--- config.mk ---
export PLATFORM = sky130hd
export DESIGN_NAME = hbs_mac
export DESIGN_NICKNAME = d
export VERILOG_FILES = /design/src/sv/hbs_pkg.sv /design/src/sv/hbs_mac.sv
export SDC_FILE = /design/constraint.sdc
export NUM_CORES = 1
export LEC_CHECK = 0
export ABC_AREA = 1
export BUFFER_PORTS_ARGS = -buffer_cell sky130_fd_sc_hd__buf_2
export CORE_ASPECT_RATIO = 2
export CORE_UTILIZATION = 28
export CTS_CLUSTER_SIZE = 25
export DETAILED_ROUTE_END_ITERATION = 10
export SKIP_CTS_REPAIR_TIMING = 1
export SYNTH_ARGS = -nofsm -noshare
export SYNTH_HDL_FRONTEND = slang
export SYNTH_SLANG_ARGS = --single-unit
--- constraint.sdc ---
create_clock -name i_clk -period 7.5 [get_ports i_clk]
set_input_delay 1.5 -clock i_clk [delete_from_list [all_inputs] [get_ports i_clk]]
set_output_delay 1.5 -clock i_clk [all_outputs]
set_load 0.005 [all_outputs]
--- src/sv/hbs_pkg.sv ---
package hbs_pkg;

    // Grid size and derived index widths
    localparam int MAP_W  = 256;
    localparam int MAP_H  = 256;
    localparam int COL_W  = (MAP_W > 1) ? $clog2(MAP_W) : 1;
    localparam int ROW_W  = (MAP_H > 1) ? $clog2(MAP_H) : 1;
    localparam int DEPTH  = MAP_W * MAP_H;
    localparam int ADDR_W = $clog2(DEPTH);

    // Field widths
    localparam int HGT_W  = 16;   // Q8.8 height
    localparam int XY_W   = 18;   // Q10.8 coordinate
    localparam int IDX_W  = 8;    // cell_col / cell_row
    localparam int FRAC_W = 8;    // fraction bits of coordinates

    // Bounds compare width: wide enough for MAP_W * 256 and MAP_H * 256
    localparam int LIM_W  = 20;
    localparam int X_LIM  = MAP_W << FRAC_W;
    localparam int Y_LIM  = MAP_H << FRAC_W;
    localparam int CMP_W  = 11;

    // MAC datapath widths
    localparam int WGT_W  = FRAC_W + 1;           // weight 0..256
    localparam int OPD_W  = HGT_W + FRAC_W + 1;   // row blend result
    localparam int ACC_W  = OPD_W + FRAC_W + 1;   // final blend result
    localparam logic [WGT_W-1:0] WGT_ONE = WGT_W'(1 << FRAC_W);
    localparam int RND_BIAS = (1 << (2 * FRAC_W)) - 1;

    // Opcodes
    localparam logic OP_WRITE = 1'b0;
    localparam logic OP_QUERY = 1'b1;

    // Control word for the shared multiply-accumulate unit
    typedef struct packed {
        logic                    en;
        logic                    clear;
        logic [WGT_W-1:0]        weight;
        logic signed [OPD_W-1:0] operand;
    } t_mac_ctl;

endpackage

--- src/sv/hbs_mac.sv ---
module hbs_mac (
    input  logic                                   i_clk,
    input  hbs_pkg::t_mac_ctl                      i_ctl,
    output logic signed [hbs_pkg::ACC_W-1:0]       o_acc
);

    logic signed [hbs_pkg::ACC_W-1:0] w_prod;
    logic signed [hbs_pkg::ACC_W-1:0] r_acc;

    // Unsigned weight times signed operand
    assign w_prod = hbs_pkg::ACC_W'($signed({1'b0, i_ctl.weight}))
                  * hbs_pkg::ACC_W'(i_ctl.operand);

    // Load or accumulate the product
    always_ff @(posedge i_clk) begin
        if (i_ctl.en) begin
            r_acc <= i_ctl.clear ? w_prod : r_acc + w_prod;
        end
    end

    assign o_acc = r_acc;

endmodule
==> Word level (Yosys, flattened, before mapping) <==
Cells that the tools add are included.
{ "word_totals": {"regBits": 34, "latchBits": 0, "ram_bits": 0, "mem_bits_ro": 0, "input_bits": 37, "output_inout_bits": 34, "n_memories": 0} }
{ "classes": {"add_sub_neg": 1, "multipliers": 1, "div": 0, "n_lt_le_gt_ge": 0, "eq_ne": 0, "shifts": 0, "muxes": 1, "n_bitwise": 0, "reduce_logical": 0} }
{ "ops": {"columns": ["op", "count"], "rows": [
  ["$add 34x34->34", 1],
  ["$mul 10x25->34", 1],
  ["$mux 34", 1]
]} }

==> Longest topological paths before layout <==
Gate-level depths: netlist of the first run.
{ "logic_depth": {"depth_word": 3, "depth_mapped": 39, "ltp_nobuf": 37} }

==> Least setup slack after synthesis of the first run <==
Ideal clock, no wire load.
{ "synth_path": {"kind": "input to register", "startpoint": "input port i_ctl[26] in the netlist's numbering", "endpoint": "register r_acc, in the netlist o_acc[33], data pin", "t_arrival_ns": 7.103, "slack_ns": 0.143, "path_stages": 29, "path_cell_list": "clkbuf_1 clkbuf_1 nand2_1 fa_1 inv_1 fa_1 fa_1 fa_1 inv_1 fa_1 inv_1 ha_1 a21oi_4 o21ai_1 a21oi_1 inv_1 a21oi_1 nand3_1 and2_1 ha_1 nand2_1 nor2_1 nand3_1 nor2_1 nand3_1 nand4_1 nand3_1 nand2_1 nand2_1"} }
{ "synth_via": {"elab_chain_cells": 3} }
{ "synth_rtl": {"columns": ["element", "line", "rtl"], "rows": [
  ["start: declaration", "hbs_mac.sv:3", "input hbs_pkg::t_mac_ctl i_ctl,"],
  ["$mul 10x25->34 *", "hbs_mac.sv:12", "* hbs_pkg::ACC_W'(i_ctl.operand);"],
  ["$add 34x34->34", "hbs_mac.sv:17", "r_acc <= i_ctl.clear ? w_prod : r_acc + w_prod;"],
  ["$mux 34 *", "hbs_mac.sv:17", null],
  ["end signal: assignment", "hbs_mac.sv:17", null],
  ["end: declaration", "hbs_mac.sv:8", "logic signed [hbs_pkg::ACC_W-1:0] r_acc;"]
]} }
Mark *: on every way between the ends. The rest lies on a longest branch, timed or not.
A chain may end at the register's enable or synchronous reset.

==> Final worst setup path of the first run <==
{ "layout_path": {"startpoint": "input port i_ctl[28] in the netlist's numbering", "endpoint": "register r_acc, in the netlist o_acc[28], data pin"} }
The elaborated chain is that of the path after synthesis.

==> results of run 1 <==
==> Yosys cell counts, types with 2 or more instances <==
library cell	n	area share [%]
o21bai_1	10	0.61
nand2_1	524	16
ha_1	105	11
nor3_1	10	0.41
o21a_1	2	0.12
xor2_2	3	0.40
nand2_2	16	0.81
and3_1	2	0.10
xnor2_1	8	0.57
a21oi_2	4	0.28
buf_1	3	0.092
a21o_1	5	0.31
nand3_1	75	3.1
nor2_4	3	0.27
or2_2	2	0.10
o21ai_2	5	0.36
buf_2	3	0.12
o21ai_0	42	1.7
clkbuf_1	53	1.6
inv_2	11	0.34
nor2_1	83	2.5
nor2_2	5	0.25
fa_1	183	30
a21boi_2	2	0.18
a21o_2	2	0.14
nand2_4	2	0.18
inv_1	452	14
nand3b_1	11	0.67
edfxtp_1	34	8.3
nand3_2	2	0.16
xor2_1	17	1.2
and2_1	8	0.41
nand4_1	10	0.51
o21ai_1	9	0.37
a21oi_1	68	2.8
a21oi_4	2	0.26
==> cell type report <==
| type | instances | share of cell area, % |
|---|---|---|
| clock buffer | 6 | 0.790 |
| sequential | 34 | 6.26 |
| clock inverter | 2 | 0.0537 |
| tap | 550 | 4.22 |
| timing repair buffer | 334 | 15.3 |
| inverter | 463 | 10.6 |
| multi-input combinational | 1227 | 62.7 |
==> cells by family after synthesis <==
family	synth area share, %
compound gates	7.22
xor+xnor	2.18
fa+ha+maj	40.5
buf+inv	16.0
flops	8.30
mux	0.0916
simple gates	25.8
==> critical path, delay by kind of cell <==
family	cells	cell delay, ps
AO/OA/AOI/OAI	2	330
XOR/XNOR	1	110
adder cells (fa/ha/maj)	7	3000
buffers and inverters	11	1140
AND/OR/NAND/NOR	15	1230
==> layer usage <==
metal | vias to the layer above | wire (µm) | GRT usage [%]
met4 | 0 | 3560 | 13.9
met5 | - | 0 | 0
met3 | 144 | 861 | 1.30
li1 | 5843 | - | -
met2 | 244 | 24200 | 38.8
met1 | 5773 | 13500 | 16.7
==> metrics by stage <==
step                setup WS (ps)  instance area [µm²]  utilization (%)  hold slack (ps)  setup TNS, ps
CTS                          -293                15200             34.9              695          -1860
detailed placement           -626                15000             34.6              679          -7970
finish                        214                16300             37.6              692              0
floorplan                     143                12300                -              675              0
global placement             -554                15000             34.6              659          -6260
global route                -73.8                16300             37.6              728           -506
==> worst paths after layout <==
kind | start | endpoint | slack (ps) | depth (start not counted)
hold / removal | o_acc[0] | o_acc[0] | 690 | 3
setup reg to reg | o_acc[0] | o_acc[24] | 4870 | 11
setup / recovery | i_ctl[28] | o_acc[28] | 210 | 36
hold reg to reg | o_acc[0] | o_acc[0] | 690 | 3
==> results.py, run 1 <==
metrics = {
    "run_status": {
        "status": "finished, final reports clean",
    },
    "layout": {
        "num_antenna_cells": 0,
        "layout_common_cells": "nand2_1, inv_1, buf_4, fa_1, ha_1",
        "fin_nets": 2390,
        "syn2layout_area_growth_pct": 32.7,
        "fill_cells": 4460,
        "instances_no_fill": 2616,
        "final_common_cell": "nand2_1",
        "drive_above_1_share_pct": 26.7,
        "multi_input_area_mm2": 0.0102,
        "largest_register_ffs": 34,
        "final-seq-area_mm2": 0.00102,
    },
    "floorplan": {
        "initial_core_util_pct": 28.3,
        "io_pins": 71,
        "fp.coreArea_mm2": 0.0434,
        "die_w_um": 150,
        "dieHeight_um": 298,
        "rows": 108,
        "die_area_mm2": 0.0448,
    },
    "clock_tree": {
        "cts_buffers": 5,
        "cts_max_level": 2,
        "insertion_delay_ps": 310,
        "clkTransAtPathRegs_ps": 60,
        "cts_buffer_depth": 2,
        "cts_root_buf": "clkbuf_16",
        "cts_sinks": 34,
        "cts_tree": "yes",
    },
    "critical_path": {
        "required_ps": 7550,
        "path_max_fanout": 5,
        "startpoint_type": "input port",
        "critPathMaxStageDelay_ps": 530,
        "crit_arrival_ps": 7340,
        "critPathSlowestCell": "fa_1",
        "worstSetupPathType": "input port to register",
        "crit_path_end_kind": "register",
        "path_common_cell": "nand2_1",
    },
    "sta": {
        "slew_violations": 0,
        "slew_headroom_pct": 26.4,
        "post-route-period-util_pct": 97.2,
        "fmax_mhz": 137,
        "rsz0062_at_grt": "true",
        "hold_viol": 0,
        "tightestPinTransition_ps": 1100,
        "finClkSkew_ps": 6.46,
        "fin_crit_ps": 7290,
        "setup_viol": 0,
    },
    "place": {
        "placed_cells": 2591,
        "dp_hpwl_um": 35500,
        "gp_congestion": 1.05,
        "portBuffers": 70,
    },
    "synthesis": {
        "synth_area_mm2": 0.0123,
        "yosys_warnings": 0,
        "synth_nets": 2108,
        "synthCells": 1783,
        "ys.flop_type": "edfxtp_1",
        "ys_types": 43,
        "async_flop_share_pct": 0,
        "ys_seq_area_share_pct": 8.30,
        "ys_seq_elements": 34,
        "syn-mean-instance-area_um2": 6.90,
        "synth_edf_count": 34,
    },
    "global_route": {
        "grt_usage_pct": 19.1,
        "grt_pass1_wl_um": 65000,
        "antenna_found_initial": 0,
        "grt_pass1_vias": 13000,
        "grt_max_degree": 44,
        "overflow": 0,
    },
    "drt": {
        "routedWlPerCell_um": 16.1,
        "drcViolationCount": 0,
        "routed_via_density": 4.59,
        "firstDrtPassIters": 8,
        "drt_wl_total_um": 42100,
        "drt_iter0_markers": 456,
        "via_count": 12000,
        "final_antenna_net_count": 0,
    },
    "run": {
        "maxCapViolCount": 0,
    },
    "hold_path": {
        "hold_path.class": "register to register",
    },
}
Power of run 1 is left out: the tool's default activity adds up to more than one toggle a clock period on the data nets, which glitch-free logic cannot reach.
==> run 2, diff against run 1 <==
Settings changed: MAX_ROUTING_LAYER set to met4.
==> results.py, run 2 (synthesis gave the netlist of run 1 again) <==
metrics = {
    "global_route": {
        "overflow": 0,
        "grt_pass1_vias": 13100,
        "grt_max_degree": 44,
        "grt_usage_pct": 18.9,
        "met2_usage_pct": 38.7,
        "grt_pass1_wl_um": 63300,
        "grtUsageMet3_pct": 0.779,
        "antenna_found_initial": 0,
        "grt_busiest_layer": "met2",
        "grt_util_met1_pct": 15.9,
    },
    "layout": {
        "syn2layout_area_growth_pct": 34.3,
        "fin_nets": 2412,
        "design_area_mm2": 0.0165,
        "largest_register_ffs": 34,
        "layout_common_cells": "nand2_1, inv_1, buf_4, fa_1, ha_1",
        "final_common_cell": "nand2_1",
        "num_antenna_cells": 0,
        "drive_above_1_share_pct": 28.3,
    },
    "place": {
        "dpl_cell_area_mm2": 0.0152,
        "pre_cts_ws_ps": -741,
        "portBuffers": 70,
        "gp_congestion": 1.00,
        "dp_hpwl_um": 35200,
    },
    "hold_path": {
        "hold_end": "o_acc[0]",
        "hold_path.class": "register to register",
        "min-delay-start": "o_acc[0]",
        "hold_path_depth": 3,
    },
    "drt": {
        "routedWlPerCell_um": 15.6,
        "drcViolationCount": 0,
        "final_antenna_net_count": 0,
        "drt_iter0_markers": 421,
        "firstDrtPassIters": 5,
        "via_count": 12000,
        "routed_via_density": 4.55,
        "drt_wl_total_um": 41300,
    },
    "sta": {
        "hold_viol": 0,
        "finClkSkew_ps": 3.50,
        "slew_headroom_pct": 25.5,
        "fmax_mhz": 136,
        "setup_viol": 0,
        "rsz0062_at_grt": "true",
        "fin_crit_ps": 7330,
        "slew_violations": 0,
        "tightestPinTransition_ps": 1120,
        "postLayoutSetupSlackWorst_ps": 173,
        "post-route-period-util_pct": 97.7,
    },
    "critical_path": {
        "crit_path_end_kind": "register",
        "reg2reg_slack_ps": 4920,
        "path_max_fanout": 5,
        "startpoint_type": "input port",
        "reg2reg_depth": 10,
        "crit_arrival_ps": 7380,
        "worstSetupPathType": "input port to register",
        "r2r-end": "o_acc[16]",
        "critPathMaxStageDelay_ps": 610,
        "crit_start": "i_ctl[27]",
        "path_common_cell": "nand2_1",
        "critPathSlowestCell": "fa_2",
        "r2r_start": "o_acc[0]",
        "required_ps": 7550,
    },
    "clock_tree": {
        "cts_buffer_depth": 2,
        "clkTransAtPathRegs_ps": 60,
        "cts_tree": "yes",
        "cts_sinks": 34,
        "cts_max_level": 2,
        "insertion_delay_ps": 300,
        "cts_buffers": 5,
        "cts_root_buf": "clkbuf_16",
    },
    "run": {
        "maxCapViolCount": 0,
    },
    "floorplan": {
        "die_w_um": 150,
        "initial_core_util_pct": 28.3,
        "dieHeight_um": 298,
        "io_pins": 71,
        "die_area_mm2": 0.0448,
        "fp.coreArea_mm2": 0.0434,
        "rows": 108,
    },
    "run_status": {
        "status": "finished, final reports clean",
    },
}
## run 2: cell count changes in the layout (fill, tap and decap cells not counted), sizes merged
cell | before | now
bufinv | 0 | 1
buf | 328 | 349
## run 2: layer usage
layer / share of wire (%) / vias up / routed length, µm
met5: 0 / - / 0
met4: 7.0 / 0 / 2900
met3: 2.0 / 119 / 839
met2: 59 / 232 / 24400
met1: 32 / 5779 / 13100
li1: - / 5884 / -
## run 2: layout make-up
| type | instances | area [µm²] |
|---|---|---|
| fill | 4503 | 26900 |
| multi-input combinational | 1227 | 10200 |
| timing repair buffer | 356 | 2670 |
| inverter | 463 | 1740 |
| sequential | 34 | 1020 |
| tap | 550 | 688 |
| clock buffer | 5 | 125 |
| clock inverter | 3 | 40.0 |
## run 2: how the worst max path moves through the flow
| stage | end | slack (ps) | cells after the start |
|---|---|---|---|
| global placement | o_acc[22] | -720 | 31 |
| floorplan | o_acc[33] | 140 | 29 |
| global route | o_acc[27] | -60 | 34 |
| CTS | o_acc[22] | -430 | 31 |
| detailed placement | o_acc[22] | -740 | 31 |
| finish | o_acc[32] | 170 | 33 |
## run 2: worst max-delay path, delay by kind of cell
family	cells	cell delay, ps
AO/OA/AOI/OAI	2	290
AND/OR/NAND/NOR	14	1260
adder cells (fa/ha/maj)	7	3140
buffers and inverters	9	960
XOR/XNOR	1	200
## run 2: per-stage QoR
stage / utilization (%) / TNS, ps / cells / hold slack (ps)
finish: 38.1 / 0 / 2638 / 704
global placement: 35.0 / -7460 / 2614 / 662
detailed placement: 35.0 / -8620 / 2614 / 699
CTS: 35.4 / -2610 / 2622 / 715
global route: 38.1 / -333 / 2638 / 736
floorplan: - / 0 / 1783 / 675
Power of run 2 is left out for the same reason.
==> run 3, diff against run 2 <==
Settings changed: CTS_BUF_LIST set to sky130_fd_sc_hd__clkbuf_8 sky130_fd_sc_hd__clkbuf_16, RECOVER_POWER set to 25.
==> results.py, run 3 (synthesis gave the netlist of run 1 again) <==
metrics = {
    "run_status": {
        "status": "finished with violations",
        "failed_checks": "max-capacitance violations, max-slew violations",
    },
    "layout": {
        "final_common_cell": "nand2_1",
        "syn2layout_area_growth_pct": 34.3,
        "final_util_pct": 38.1,
        "fin_nets": 2412,
        "drive_above_1_share_pct": 28.1,
        "layout_common_cells": "nand2_1, inv_1, buf_4, fa_1, ha_1",
        "largest_register_ffs": 34,
        "num_antenna_cells": 0,
    },
    "sta": {
        "finClkSkew_ps": 3.56,
        "setup_viol": 0,
        "postLayoutSetupSlackWorst_ps": 168,
        "slew_headroom_pct": -54.1,
        "rsz0062_at_grt": "true",
        "tightestPinTransition_ps": 2310,
        "slew_violations": 35,
        "fin_crit_ps": 7330,
        "post-route-period-util_pct": 97.8,
        "fmax_mhz": 136,
        "holdWs_ps": 704,
        "setup_tns_ps": 0,
        "hold_viol": 0,
    },
    "floorplan": {
        "die_area_mm2": 0.0448,
        "fp.coreArea_mm2": 0.0434,
        "dieHeight_um": 298,
        "die_w_um": 150,
        "initial_core_util_pct": 28.3,
        "rows": 108,
        "io_pins": 71,
    },
    "global_route": {
        "grt_max_degree": 44,
        "grt_pass1_vias": 13100,
        "overflow": 0,
        "antenna_found_initial": 0,
        "grt_usage_pct": 18.9,
        "grt_pass1_wl_um": 63300,
    },
    "critical_path": {
        "path_common_cell": "nand2_1",
        "crit_arrival_ps": 7380,
        "critPathMaxStageDelay_ps": 610,
        "worstSetupPathType": "input port to register",
        "critPathSlowestCell": "fa_2",
        "crit_path_end_kind": "register",
        "cp_num_buf_inv": 9,
        "path_max_fanout": 5,
        "critPathTopFamily": "adder cells",
        "required_ps": 7550,
        "startpoint_type": "input port",
    },
    "place": {
        "portBuffers": 70,
        "gp_congestion": 1.00,
        "pre_cts_ws_ps": -741,
        "dp_hpwl_um": 35200,
    },
    "drt": {
        "drcViolationCount": 0,
        "via_count": 12000,
        "firstDrtPassIters": 5,
        "routedWlPerCell_um": 15.6,
        "drt_wl_total_um": 41300,
        "final_antenna_net_count": 0,
        "drt_iter0_markers": 418,
        "routed_via_density": 4.56,
    },
    "clock_tree": {
        "cts_root_buf": "clkbuf_16",
        "insertion_delay_ps": 300,
        "cts_max_level": 2,
        "clkTransAtPathRegs_ps": 60,
        "cts_tree": "yes",
        "cts_sinks": 34,
        "cts_buffer_depth": 2,
        "cts_buffers": 5,
    },
    "run": {
        "maxCapViolCount": 1,
    },
    "hold_path": {
        "hold_path.class": "register to register",
    },
}
run 3: worst register-to-register path: cells and delay by family (launching register included):
| family | cells | cell delay (ps) |
|---|---|---|
| and+or+nand+nor | 1 | 120 |
| xor gates and xnor gates | 1 | 160 |
| DFF | 1 | 400 |
| buffers and inverters | 2 | 340 |
| AOI/OAI and AO/OA | 4 | 510 |
| adders and majority gates | 2 | 770 |
run 3: area by class of cell:
cell class / instances / area (µm²)
inverter: 463 / 1740
clock buffer: 5 / 125
sequential: 34 / 1020
clock inverter: 3 / 40.0
timing repair buffer: 356 / 2670
fill: 4506 / 26900
tap: 550 / 688
multi-input combinational: 1227 / 10200
run 3: worst paths after layout:
path	start	to	slack (ps)	cells after the start
setup / recovery	i_ctl[27]	o_acc[32]	170	33
hold / removal	o_acc[0]	o_acc[0]	700	3
setup reg to reg	o_acc[0]	o_acc[16]	4920	10
hold reg to reg	o_acc[0]	o_acc[0]	700	3
run 3: per-layer routing:
layer / up-vias / GRT usage, % / share of wire, %
li1: 5885 / - / -
met1: 5779 / 15.9 / 32
met3: 121 / 0.779 / 2.1
met5: - / - / 0
met2: 245 / 38.7 / 59
met4: 0 / 11.9 / 7.0
run 3: stage by stage:
stage | instances | area [µm²]
after floorplan | 1783 | 12300
after global placement | 2614 | 15200
after detailed placement | 2614 | 15200
after CTS | 2622 | 15400
after global routing | 2638 | 16500
final | 2638 | 16500
Power of run 3 is left out for the same reason.
